--- src/sv/fwgs_pkg.sv ---
package fwgs_pkg;

  // default grid size
  localparam int GRID_WIDTH  = 64;
  localparam int GRID_HEIGHT = 32;

  // word field widths
  localparam int POS_X_W   = 6;
  localparam int POS_Y_W   = 5;
  localparam int ACTION_W  = 2;
  localparam int S_TDATA_W = 16;
  localparam int M_TDATA_W = 8;

  typedef enum logic [ACTION_W-1:0] {
    ACT_ADD   = 2'd0,
    ACT_TICK  = 2'd1,
    ACT_READ  = 2'd2,
    ACT_CLEAR = 2'd3
  } action_e;

  typedef enum logic [3:0] {
    ST_IDLE,
    ST_DISPATCH,
    ST_ADD_WR,
    ST_READ_CAP,
    ST_T_RD_CUR,
    ST_T_LD_CUR,
    ST_T_SWEEP,
    ST_T_WB,
    ST_T_WB_TOP,
    ST_RESP
  } state_e;

  // row read address source
  typedef enum logic [1:0] {
    RD_ITEM,
    RD_BOTTOM,
    RD_ROW,
    RD_ROW_UP
  } rd_sel_e;

  // row write address / data source
  typedef enum logic [1:0] {
    WR_ADD,
    WR_BELOW_DOWN,
    WR_BELOW_ROW
  } wr_sel_e;

  // pending result kind
  typedef enum logic [1:0] {
    RES_PLAIN,
    RES_ADD_OK,
    RES_ADD_BAD,
    RES_READ
  } res_sel_e;

  typedef struct packed {
    logic     latch_item;
    logic     rd_en;
    rd_sel_e  rd_sel;
    logic     wr_en;
    wr_sel_e  wr_sel;
    logic     clear_all;
    logic     cap_below;
    logic     cap_cur;
    logic     row_init;
    logic     row_dec;
    logic     col_init;
    logic     sweep_step;
    logic     shift_rows;
    logic     res_set;
    res_sel_e res_sel;
    logic     out_load;
  } cmd_t;

  typedef struct packed {
    action_e action;
    logic    interior;
    logic    in_range;
    logic    col_last;
    logic    row_zero;
  } status_t;

endpackage

--- src/sv/falling_water_grid_step_top.sv ---
// One word at a time; the next word is taken the cycle after the result is
// loaded into the output register. A tick sweeps the grid one cell per cycle
// through the row pair registers, with one load and one store per row.
// Reset (rst_ni low, asynchronous): grid empty, no result pending, idle.
module falling_water_grid_step_top #(
  parameter int GridWidth  = fwgs_pkg::GRID_WIDTH,
  parameter int GridHeight = fwgs_pkg::GRID_HEIGHT
) (
  input  logic                           clk_i,
  input  logic                           rst_ni,
  // input word
  input  logic                           s_axis_tvalid,
  output logic                           s_axis_tready,
  // [5:0] pos_x, [10:6] pos_y, [15:11] zero
  input  logic [fwgs_pkg::S_TDATA_W-1:0] s_axis_tdata,
  // [1:0] action
  input  logic [fwgs_pkg::ACTION_W-1:0]  s_axis_tuser,
  // result word
  output logic                           m_axis_tvalid,
  input  logic                           m_axis_tready,
  // [0] cell_full, [1] accepted, [7:2] zero
  output logic [fwgs_pkg::M_TDATA_W-1:0] m_axis_tdata
);

  fwgs_pkg::cmd_t    cmd;
  fwgs_pkg::status_t status;
  logic              cell_full, accepted;

  // controller: sequences add, read, clear and the row-pair tick sweep
  fwgs_ctrl u_ctrl (
    .clk_i       (clk_i),
    .rst_ni      (rst_ni),
    .in_valid_i  (s_axis_tvalid),
    .in_ready_o  (s_axis_tready),
    .out_valid_o (m_axis_tvalid),
    .out_ready_i (m_axis_tready),
    .status_i    (status),
    .cmd_o       (cmd)
  );

  // datapath: row store, row pair registers, counters, result registers
  fwgs_datapath #(
    .GridWidth  (GridWidth),
    .GridHeight (GridHeight)
  ) u_datapath (
    .clk_i       (clk_i),
    .rst_ni      (rst_ni),
    .cmd_i       (cmd),
    .action_i    (fwgs_pkg::action_e'(s_axis_tuser)),
    .pos_x_i     (s_axis_tdata[fwgs_pkg::POS_X_W-1:0]),
    .pos_y_i     (s_axis_tdata[fwgs_pkg::POS_X_W+fwgs_pkg::POS_Y_W-1:fwgs_pkg::POS_X_W]),
    .status_o    (status),
    .cell_full_o (cell_full),
    .accepted_o  (accepted)
  );

  assign m_axis_tdata = {{(fwgs_pkg::M_TDATA_W-2){1'b0}}, accepted, cell_full};

endmodule

--- src/sv/fwgs_ctrl.sv ---
module fwgs_ctrl (
  input  logic              clk_i,
  input  logic              rst_ni,
  input  logic              in_valid_i,
  output logic              in_ready_o,
  output logic              out_valid_o,
  input  logic              out_ready_i,
  input  fwgs_pkg::status_t status_i,
  output fwgs_pkg::cmd_t    cmd_o
);

  fwgs_pkg::state_e state_q, state_d;
  logic             out_valid_q, out_valid_d;

  always_ff @(posedge clk_i or negedge rst_ni) begin
    if (!rst_ni) begin
      state_q     <= fwgs_pkg::ST_IDLE;
      out_valid_q <= 1'b0;
    end else begin
      state_q     <= state_d;
      out_valid_q <= out_valid_d;
    end
  end

  always_comb begin
    state_d     = state_q;
    cmd_o       = '0;
    in_ready_o  = 1'b0;
    out_valid_d = out_valid_q & ~out_ready_i;
    unique case (state_q)
      fwgs_pkg::ST_IDLE: begin
        in_ready_o = 1'b1;
        if (in_valid_i) begin
          cmd_o.latch_item = 1'b1;
          state_d          = fwgs_pkg::ST_DISPATCH;
        end
      end
      fwgs_pkg::ST_DISPATCH: begin
        unique case (status_i.action)
          fwgs_pkg::ACT_ADD: begin
            if (status_i.interior) begin
              cmd_o.rd_en  = 1'b1;
              cmd_o.rd_sel = fwgs_pkg::RD_ITEM;
              state_d      = fwgs_pkg::ST_ADD_WR;
            end else begin
              cmd_o.res_set = 1'b1;
              cmd_o.res_sel = fwgs_pkg::RES_ADD_BAD;
              state_d       = fwgs_pkg::ST_RESP;
            end
          end
          fwgs_pkg::ACT_TICK: begin
            cmd_o.rd_en    = 1'b1;
            cmd_o.rd_sel   = fwgs_pkg::RD_BOTTOM;
            cmd_o.row_init = 1'b1;
            state_d        = fwgs_pkg::ST_T_RD_CUR;
          end
          fwgs_pkg::ACT_READ: begin
            if (status_i.in_range) begin
              cmd_o.rd_en  = 1'b1;
              cmd_o.rd_sel = fwgs_pkg::RD_ITEM;
              state_d      = fwgs_pkg::ST_READ_CAP;
            end else begin
              cmd_o.res_set = 1'b1;
              cmd_o.res_sel = fwgs_pkg::RES_PLAIN;
              state_d       = fwgs_pkg::ST_RESP;
            end
          end
          default: begin
            cmd_o.clear_all = 1'b1;
            cmd_o.res_set   = 1'b1;
            cmd_o.res_sel   = fwgs_pkg::RES_PLAIN;
            state_d         = fwgs_pkg::ST_RESP;
          end
        endcase
      end
      fwgs_pkg::ST_ADD_WR: begin
        cmd_o.wr_en   = 1'b1;
        cmd_o.wr_sel  = fwgs_pkg::WR_ADD;
        cmd_o.res_set = 1'b1;
        cmd_o.res_sel = fwgs_pkg::RES_ADD_OK;
        state_d       = fwgs_pkg::ST_RESP;
      end
      fwgs_pkg::ST_READ_CAP: begin
        cmd_o.res_set = 1'b1;
        cmd_o.res_sel = fwgs_pkg::RES_READ;
        state_d       = fwgs_pkg::ST_RESP;
      end
      fwgs_pkg::ST_T_RD_CUR: begin
        cmd_o.cap_below = 1'b1;
        cmd_o.rd_en     = 1'b1;
        cmd_o.rd_sel    = fwgs_pkg::RD_ROW;
        state_d         = fwgs_pkg::ST_T_LD_CUR;
      end
      fwgs_pkg::ST_T_LD_CUR: begin
        cmd_o.cap_cur  = 1'b1;
        cmd_o.col_init = 1'b1;
        state_d        = fwgs_pkg::ST_T_SWEEP;
      end
      fwgs_pkg::ST_T_SWEEP: begin
        cmd_o.sweep_step = 1'b1;
        if (status_i.col_last) begin
          state_d = fwgs_pkg::ST_T_WB;
        end
      end
      fwgs_pkg::ST_T_WB: begin
        cmd_o.wr_en      = 1'b1;
        cmd_o.wr_sel     = fwgs_pkg::WR_BELOW_DOWN;
        cmd_o.shift_rows = 1'b1;
        if (status_i.row_zero) begin
          state_d = fwgs_pkg::ST_T_WB_TOP;
        end else begin
          cmd_o.row_dec = 1'b1;
          cmd_o.rd_en   = 1'b1;
          cmd_o.rd_sel  = fwgs_pkg::RD_ROW_UP;
          state_d       = fwgs_pkg::ST_T_LD_CUR;
        end
      end
      fwgs_pkg::ST_T_WB_TOP: begin
        cmd_o.wr_en   = 1'b1;
        cmd_o.wr_sel  = fwgs_pkg::WR_BELOW_ROW;
        cmd_o.res_set = 1'b1;
        cmd_o.res_sel = fwgs_pkg::RES_PLAIN;
        state_d       = fwgs_pkg::ST_RESP;
      end
      fwgs_pkg::ST_RESP: begin
        if (!out_valid_q || out_ready_i) begin
          cmd_o.out_load = 1'b1;
          out_valid_d    = 1'b1;
          state_d        = fwgs_pkg::ST_IDLE;
        end
      end
      default: begin
        state_d = fwgs_pkg::ST_IDLE;
      end
    endcase
  end

  assign out_valid_o = out_valid_q;

endmodule

--- src/sv/fwgs_datapath.sv ---
module fwgs_datapath #(
  parameter int GridWidth  = fwgs_pkg::GRID_WIDTH,
  parameter int GridHeight = fwgs_pkg::GRID_HEIGHT
) (
  input  logic                         clk_i,
  input  logic                         rst_ni,
  input  fwgs_pkg::cmd_t               cmd_i,
  input  fwgs_pkg::action_e            action_i,
  input  logic [fwgs_pkg::POS_X_W-1:0] pos_x_i,
  input  logic [fwgs_pkg::POS_Y_W-1:0] pos_y_i,
  output fwgs_pkg::status_t            status_o,
  output logic                         cell_full_o,
  output logic                         accepted_o
);

  localparam int COL_W = $clog2(GridWidth);
  localparam int ROW_W = $clog2(GridHeight);

  // row store and per-row valid bits (an invalid row reads as empty)
  logic [GridWidth-1:0]  mem [GridHeight];
  logic [GridHeight-1:0] valid_q;
  logic [GridWidth-1:0]  rd_q;
  logic                  rdv_q;

  fwgs_pkg::action_e            act_q;
  logic [fwgs_pkg::POS_X_W-1:0] px_q;
  logic [fwgs_pkg::POS_Y_W-1:0] py_q;

  logic [ROW_W-1:0]     row_q;
  logic [COL_W-1:0]     col_q;
  logic [GridWidth-1:0] cur_q, below_q;
  logic                 res_full_q, res_acc_q;
  logic                 out_full_q, out_acc_q;

  logic [COL_W-1:0]     x_idx, col_l, col_r;
  logic [ROW_W-1:0]     y_row, rd_addr, wr_addr;
  logic [GridWidth-1:0] eff_row, wr_data, cur_n, below_n;

  assign x_idx   = COL_W'(px_q);
  assign y_row   = ROW_W'(py_q);
  assign eff_row = rdv_q ? rd_q : '0;
  assign col_l   = col_q - 1'b1;
  assign col_r   = col_q + 1'b1;

  always_ff @(posedge clk_i) begin
    if (cmd_i.latch_item) begin
      act_q <= action_i;
      px_q  <= pos_x_i;
      py_q  <= pos_y_i;
    end
  end

  always_comb begin
    rd_addr = row_q;
    unique case (cmd_i.rd_sel)
      fwgs_pkg::RD_ITEM:   rd_addr = y_row;
      fwgs_pkg::RD_BOTTOM: rd_addr = ROW_W'(GridHeight - 1);
      fwgs_pkg::RD_ROW:    rd_addr = row_q;
      fwgs_pkg::RD_ROW_UP: rd_addr = row_q - 1'b1;
      default:             rd_addr = row_q;
    endcase
  end

  always_comb begin
    wr_addr = row_q;
    wr_data = below_q;
    unique case (cmd_i.wr_sel)
      fwgs_pkg::WR_ADD: begin
        wr_addr = y_row;
        wr_data = eff_row | (GridWidth'(1) << x_idx);
      end
      fwgs_pkg::WR_BELOW_DOWN: wr_addr = row_q + 1'b1;
      fwgs_pkg::WR_BELOW_ROW:  wr_addr = row_q;
      default:                 wr_addr = row_q;
    endcase
  end

  always_ff @(posedge clk_i) begin
    if (cmd_i.wr_en) begin
      mem[wr_addr] <= wr_data;
    end
    if (cmd_i.rd_en) begin
      rd_q <= mem[rd_addr];
    end
  end

  always_ff @(posedge clk_i or negedge rst_ni) begin
    if (!rst_ni) begin
      valid_q <= '0;
      rdv_q   <= 1'b0;
    end else begin
      if (cmd_i.clear_all) begin
        valid_q <= '0;
      end else if (cmd_i.wr_en) begin
        valid_q[wr_addr] <= 1'b1;
      end
      if (cmd_i.rd_en) begin
        rdv_q <= valid_q[rd_addr];
      end
    end
  end

  // one cell of the sweep: down, else down-left, else down-right
  always_comb begin
    cur_n   = cur_q;
    below_n = below_q;
    if (cur_q[col_q]) begin
      if (!below_q[col_q]) begin
        below_n[col_q] = 1'b1;
        cur_n[col_q]   = 1'b0;
      end else if (!below_q[col_l]) begin
        below_n[col_l] = 1'b1;
        cur_n[col_q]   = 1'b0;
      end else if (!below_q[col_r]) begin
        below_n[col_r] = 1'b1;
        cur_n[col_q]   = 1'b0;
      end
    end
  end

  always_ff @(posedge clk_i) begin
    if (cmd_i.row_init) begin
      row_q <= ROW_W'(GridHeight - 2);
    end else if (cmd_i.row_dec) begin
      row_q <= row_q - 1'b1;
    end
    if (cmd_i.col_init) begin
      col_q <= COL_W'(1);
    end else if (cmd_i.sweep_step) begin
      col_q <= col_r;
    end
    if (cmd_i.cap_below) begin
      below_q <= eff_row;
    end else if (cmd_i.sweep_step) begin
      below_q <= below_n;
    end else if (cmd_i.shift_rows) begin
      below_q <= cur_q;
    end
    if (cmd_i.cap_cur) begin
      cur_q <= eff_row;
    end else if (cmd_i.sweep_step) begin
      cur_q <= cur_n;
    end
  end

  always_ff @(posedge clk_i) begin
    if (cmd_i.res_set) begin
      unique case (cmd_i.res_sel)
        fwgs_pkg::RES_ADD_OK: begin
          res_full_q <= 1'b0;
          res_acc_q  <= 1'b1;
        end
        fwgs_pkg::RES_ADD_BAD: begin
          res_full_q <= 1'b0;
          res_acc_q  <= 1'b0;
        end
        fwgs_pkg::RES_READ: begin
          res_full_q <= eff_row[x_idx];
          res_acc_q  <= 1'b1;
        end
        default: begin
          res_full_q <= 1'b0;
          res_acc_q  <= 1'b1;
        end
      endcase
    end
    if (cmd_i.out_load) begin
      out_full_q <= res_full_q;
      out_acc_q  <= res_acc_q;
    end
  end

  assign status_o.action   = act_q;
  assign status_o.interior = (px_q != '0) && ((int'(px_q) + 1) < GridWidth)
                          && (py_q != '0) && ((int'(py_q) + 1) < GridHeight);
  assign status_o.in_range = (int'(px_q) < GridWidth) && (int'(py_q) < GridHeight);
  assign status_o.col_last = (col_q == COL_W'(GridWidth - 2));
  assign status_o.row_zero = (row_q == '0);

  assign cell_full_o = out_full_q;
  assign accepted_o  = out_acc_q;

endmodule

--- config.mk ---
export PLATFORM = sky130hd
export DESIGN_NAME = falling_water_grid_step_top
export DESIGN_NICKNAME = d
export VERILOG_FILES = /design/src/sv/fwgs_pkg.sv /design/src/sv/falling_water_grid_step_top.sv /design/src/sv/fwgs_ctrl.sv /design/src/sv/fwgs_datapath.sv
export SDC_FILE = /design/constraint.sdc
export NUM_CORES = 2
export LEC_CHECK = 0
export ABC_AREA = 1
export ABC_CLOCK_PERIOD_IN_PS = 4900
export BUFFER_PORTS_ARGS = -buffer_cell sky130_fd_sc_hd__buf_4
export CAP_MARGIN = 5
export CORE_MARGIN = 5
export CORE_UTILIZATION = 56
export CTS_CLUSTER_DIAMETER = 200
export DETAILED_ROUTE_END_ITERATION = 16
export PLACE_DENSITY = 0.76
export SLEW_MARGIN = 30
export SYNTH_ARGS = -nofsm -noshare
export SYNTH_HDL_FRONTEND = slang
export SYNTH_HIERARCHICAL = 1
export SYNTH_SLANG_ARGS = --single-unit
--- constraint.sdc ---
create_clock -name clk_i -period 4.9 [get_ports clk_i]
set_input_delay 0 -clock clk_i [delete_from_list [all_inputs] [get_ports clk_i]]
set_output_delay 0 -clock clk_i [all_outputs]
set_load 0.1 [all_outputs]
# [Word level (Yosys, flattened, before mapping)]
# Memory sizes are Yosys's and may differ from the RTL's. A register that Yosys moved wholly into a read port is not among the register bits.
# Index checks and enable logic that the tools add are counted.
[word_totals] n_memories=1 register_bits=194 latchBits=0 input_bits=22 elab_cells=168 ram_bits=2048 mem_bits_ro=0
[memory_table] memory="u_datapath.mem" depth=32 width=64 rd=1 rd_clocked_by_memory_dff=1 wr=1 line="fwgs_datapath.sv:20" text="logic [GridWidth-1:0] mem [GridHeight];"
[classes] n_mux=74 bitwise_logic=9 eq_ne=24 n_shift=1 mul=0 order_cmp=12 div=0 reduce_logical=26 add_sub_neg=6
[op_table] cell="$mux W64" n=15
[op_table] cell="$or A64 B64 Y64" n=4
[op_table] cell="$and A64 B64 Y64" n=1
[op_table] cell="$mux W32" n=2
[op_table] cell="$not A64 Y64" n=1
[op_table] cell="$shl A1 B6 Y64 const A" n=1
[op_table] cell="$lt A32 B7 Y1 const B" n=1
[op_table] cell="$lt A32 B8 Y1 const B" n=1
[op_table] cell="$or A32 B32 Y32" n=1
[op_table] cell="$pmux W4 S8" n=1
[op_table] cell="$bmux W1 S6" n=5
[op_table] cell="$mux W1" n=30
[op_table] cell="$lt A6 B7 Y1 const B" n=4
[op_table] cell="$pmux W3 S3" n=3
[op_table] cell="$mux W4" n=5
[op_table] cell="$pmux W5 S4" n=1
[op_table] cell="$demux W1 S6" n=3
[op_table] cell="$ge A6 B1 Y1 const B" n=3
[op_table] cell="$eq A4 B3 Y1 const B" n=4
[op_table] cell="$lt A5 B6 Y1 const B" n=2
[op_table] cell="$pmux W3 S4" n=1
[op_table] cell="$pmux W4 S3" n=1
[op_table] cell="$eq A2 B2 Y1 const B" n=5
[op_table] cell="$pmux W5 S2" n=1
[op_table] cell="36 further kinds" n=56

# [Logic depth before layout (Yosys ltp)]
[depth] ltp_word=12 mapped_depth=22

# [Cells and area by module]
# The synthesis kept the hierarchy.
[modules_own_cells] mod="fwgs_datapath" cells_each=8857 instances=1 area_per_inst_um2=100015.9 seq_area_each_um2=68821.0
[modules_own_cells] mod="fwgs_ctrl" cells_each=84 instances=1 area_per_inst_um2=475.5 seq_area_each_um2=125.1
[modules_own_cells] mod="falling_water_grid_step_top" cells_each=9 instances=1 area_per_inst_um2=63.8 seq_area_each_um2=0.0

# [Worst setup path after synthesis]
# No wires, ideal clock.
[synth_path] path_type="reg2reg" startpoint="register u_datapath/px_q[2] (netlist bit)" endpoint="register u_datapath.rd_q[0] (read register of u_datapath.mem) (enable)" n_path_buf=2 arrival_ns=4.780 stages_incl_launch_ff=12 path_slack_ns=-0.386 cell_sequence="edfxtp_1 clkbuf_1 inv_1 clkbuf_1 nor2_1 nand4_1 nand2_1 a221oi_1 inv_1 nand2_1 nand2_1 o211ai_1"
[synth_lines] item="start, declared" line="fwgs_datapath.sv:26" text="logic [fwgs_pkg::POS_X_W-1:0] px_q;"
[synth_lines] item="start signal, assigned" line="fwgs_datapath.sv:48" text="px_q <= pos_x_i;"
[synth_lines] item="end, declared" line="fwgs_datapath.sv:22" text="logic [GridWidth-1:0] rd_q;"

==> results.py <==
metrics = {
    "route": {
        "vias": 74000,
        "drt-initial-drc-count": 12300,
        "postRouteAntennaNets": 0,
        "via_per_inst": 6.44,
        "wl_per_cell_um": 28.0,
        "drt-total-wl_um": 322000,
        "dr.pass1.iters": 6,
        "drc": 0,
    },
    "worst_setup_path": {
        "path_class": "flop to flop",
        "end_kind": "flop",
        "cp_max_fo": 28,
        "slowest_stage": "inv_4",
        "r2r_end": "u_datapath/mem[8][43]",
        "cpPeakStageDelay_ns": 0.60,
        "worstPathCellList": "nor2_1 -> nand2_1 -> inv_1 -> inv_1 -> nand2_1 -> nor3b_1 -> a221oi_1 -> inv_1 -> nor3_1 -> nand2_1 -> inv_4 -> buf_4",
        "reg2reg_setup_slack_ns": 0.69,
        "r2r_start": "u_ctrl/state_q[0]",
        "arrival_ns": 4.76,
        "crit_required_ns": 5.44,
        "crit_path_start_kind": "flop",
        "r2r_cells": 12,
    },
    "synthesis": {
        "synth-edff-count": 2257,
        "seq_area_frac_synth": 0.686,
        "synth_flop_cell": "edfxtp_1",
        "synth-seq-cells": 2306,
        "synth_area_per_cell_um2": 11.2,
        "ys_types": 44,
        "synth_area_um2": 101000,
        "ys_async_sr_fraction": 0.0165,
        "netlist_instances": 8950,
        "synth_warnings": 6,
    },
    "clock_tree": {
        "holdBufCountCts": 32,
        "root_buffer": "clkbuf_16",
        "postCtsSetupBuffers": 0,
        "clk_path_buf_depth": 3,
        "cts_inserted_buffers": 217,
        "post_cts_resized": 0,
        "cts_tree": "built",
        "clock_sinks": 2306,
        "htreeDepth": 4,
        "insertion_delay_ns": 0.87,
        "clkSlewWorstSetupHoldPaths_ns": 0.06,
    },
    "sta": {
        "final-max-slew-violation-count": 0,
        "holdWs_ns": 0.0925,
        "rsz0062_at_grt": "false",
        "max_freq_mhz": 237,
        "slew_headroom": 0.287,
        "worst_pin_slew_ns": 1.07,
        "hold_viol_final": 0,
        "setup_violations": 0,
        "period_minus_slack_ns": 4.21,
        "post-route-period-util": 0.860,
        "skew_ns": 0.0488,
    },
    "placement": {
        "place_congestion": 1.00,
        "port_buffers": 20,
        "dpl.hpwl_um": 186000,
    },
    "floorplan": {
        "dieArea_um2": 188000,
        "coreArea_um2": 179000,
        "die_h_um": 434,
        "io_pins": 32,
        "die_x_um": 434,
        "rows": 155,
        "start_util": 0.563,
    },
    "global_routing": {
        "grt_pass1_wl_um": 467000,
        "track_usage": 0.339,
        "first_global_vias": 69700,
        "antenna_found_initial": 3,
        "grt_max_degree": 157,
        "overflow": 0,
    },
    "worst_hold_path": {
        "hold_class": "primary input to flop",
        "whs_endpoint": "u_ctrl/state_q[0]",
        "hold_start": "m_axis_tready",
        "min_path_cells": 5,
    },
    "finish": {
        "fillers": 13000,
        "utilization": 0.633,
        "seqCellArea_um2": 69000,
        "multiInputGateArea_um2": 28200,
        "layout-drive-gt1-share": 0.132,
        "area_delta_synth_final_pct": 12.5,
        "nets": 8983,
    },
    "power_and_ir_drop": {
        "p_leak_uw": 0.0398,
        "power_density_nw_per_um2": 653,
        "vdd_ir_drop_max_uv": 758,
    },
    "outcome": {
        "status": "completed",
    },
    "flow_run": {
        "cap_violations": 0,
    },
}
-- routing by layer --
layer	track usage	up-vias	routed length [um]
li1	-	32100	-
met1	0.465	35600	118000
met2	0.513	5380	144000
met3	0.0873	932	44300
met4	0.155	4	16800
met5	0	-	24
-- power breakdown --
group,internal (uW),switching [uW]
Sequential,26800,980
Clock,9050,7320
Combinational,7980,21800
-- layout by cell type, fill, tap and decap left out, types with 83 or more instances in the layout --
cell	count
edfxtp_1	2257
nand3_1	945
o21ai_0	699
nor2_1	760
inv_1	315
buf_12	115
nand2_1	1730
buf_4	271
o22ai_1	173
clkbuf_16	219
or2_2	346
a21oi_1	106
o211ai_1	551
nand4_1	83
-- critical path, delay by kind of cell (launching register included) --
family / cells / cell delay (ns)
AO/OA/AOI/OAI: 1 / 0.56
buffers and inverters: 5 / 1.50
flip-flops: 1 / 0.41
AND/OR/NAND/NOR: 6 / 1.29
-- registers in the layout, indices dropped and copies added (netlist names), 4 cells and up --
name / flops
u_datapath/mem: 2048
u_datapath/py_q: 5
u_datapath/row_q: 5
u_datapath/valid_q: 32
u_datapath/rd_q: 64
u_datapath/px_q: 6
u_datapath/below_q: 64
u_datapath/col_q: 6
u_ctrl/state_q: 4
u_datapath/cur_q: 64
-- synthesized netlist by cell type (102+ instances only) --
master / instances / share of area
a21oi_1: 106 / 0.0053
buf_2: 102 / 0.0051
clkbuf_1: 463 / 0.017
edfxtp_1: 2257 / 0.67
inv_1: 351 / 0.013
nand2_1: 1735 / 0.065
nand3_1: 951 / 0.047
nor2_1: 768 / 0.029
o211ai_1: 551 / 0.041
o21ai_0: 711 / 0.035
o22ai_1: 173 / 0.011
or2_2: 346 / 0.022
-- logic make-up after synthesis --
group,count (synthesis),share of synthesized area
AND/OR/NAND/NOR,3963,0.173
flip-flops,2306,0.686
AO/OA/AOI/OAI,1662,0.100
buffers and inverters,1004,0.0398
XOR/XNOR,7,0.000684
adder cells (fa/ha/maj),6,0.000747
other,2,0.0000747
-- metrics by stage --
stage               TNS (ns)  power, uW  worst slack [ns]  cell area [um2]  cells
floorplan              -2.96      45700           -0.0463           101000   8955
global placement           0      56000             0.921           106000  11100
detailed placement         0      56700             0.885           106000  11100
CTS                        0      72900             0.816           113000  11500
global route               0      76900             0.415           113000  11500
finish                     0      73900             0.687           113000  11500
-- how the worst max path moves through the flow --
stage                                    from                     to  slack (ns)  depth (start not counted)
after floorplan            u_datapath/px_q[2]     u_datapath/rd_q[0]       -0.05                         11
after global placement    u_datapath/row_q[1]    u_datapath/rd_q[46]        0.92                         20
after detailed placement    u_ctrl/state_q[0]  u_datapath/mem[8][43]        0.88                         12
after CTS                   u_ctrl/state_q[0]  u_datapath/mem[8][20]        0.82                         12
after global routing        u_ctrl/state_q[0]  u_datapath/mem[8][20]        0.42                         12
final                       u_ctrl/state_q[0]  u_datapath/mem[8][43]        0.69                         12
-- area by class of cell --
class	instances	area share
Sequential cell	2306	0.609
Multi-Input combinational cell	5645	0.249
Clock buffer	270	0.0500
Timing Repair Buffer	419	0.0414
Tap cell	2355	0.0260
Inverter	366	0.0132
Clock inverter	133	0.0105
Antenna cell	1	0.0000221
Note: power is estimated with default switching activity, not from simulation.
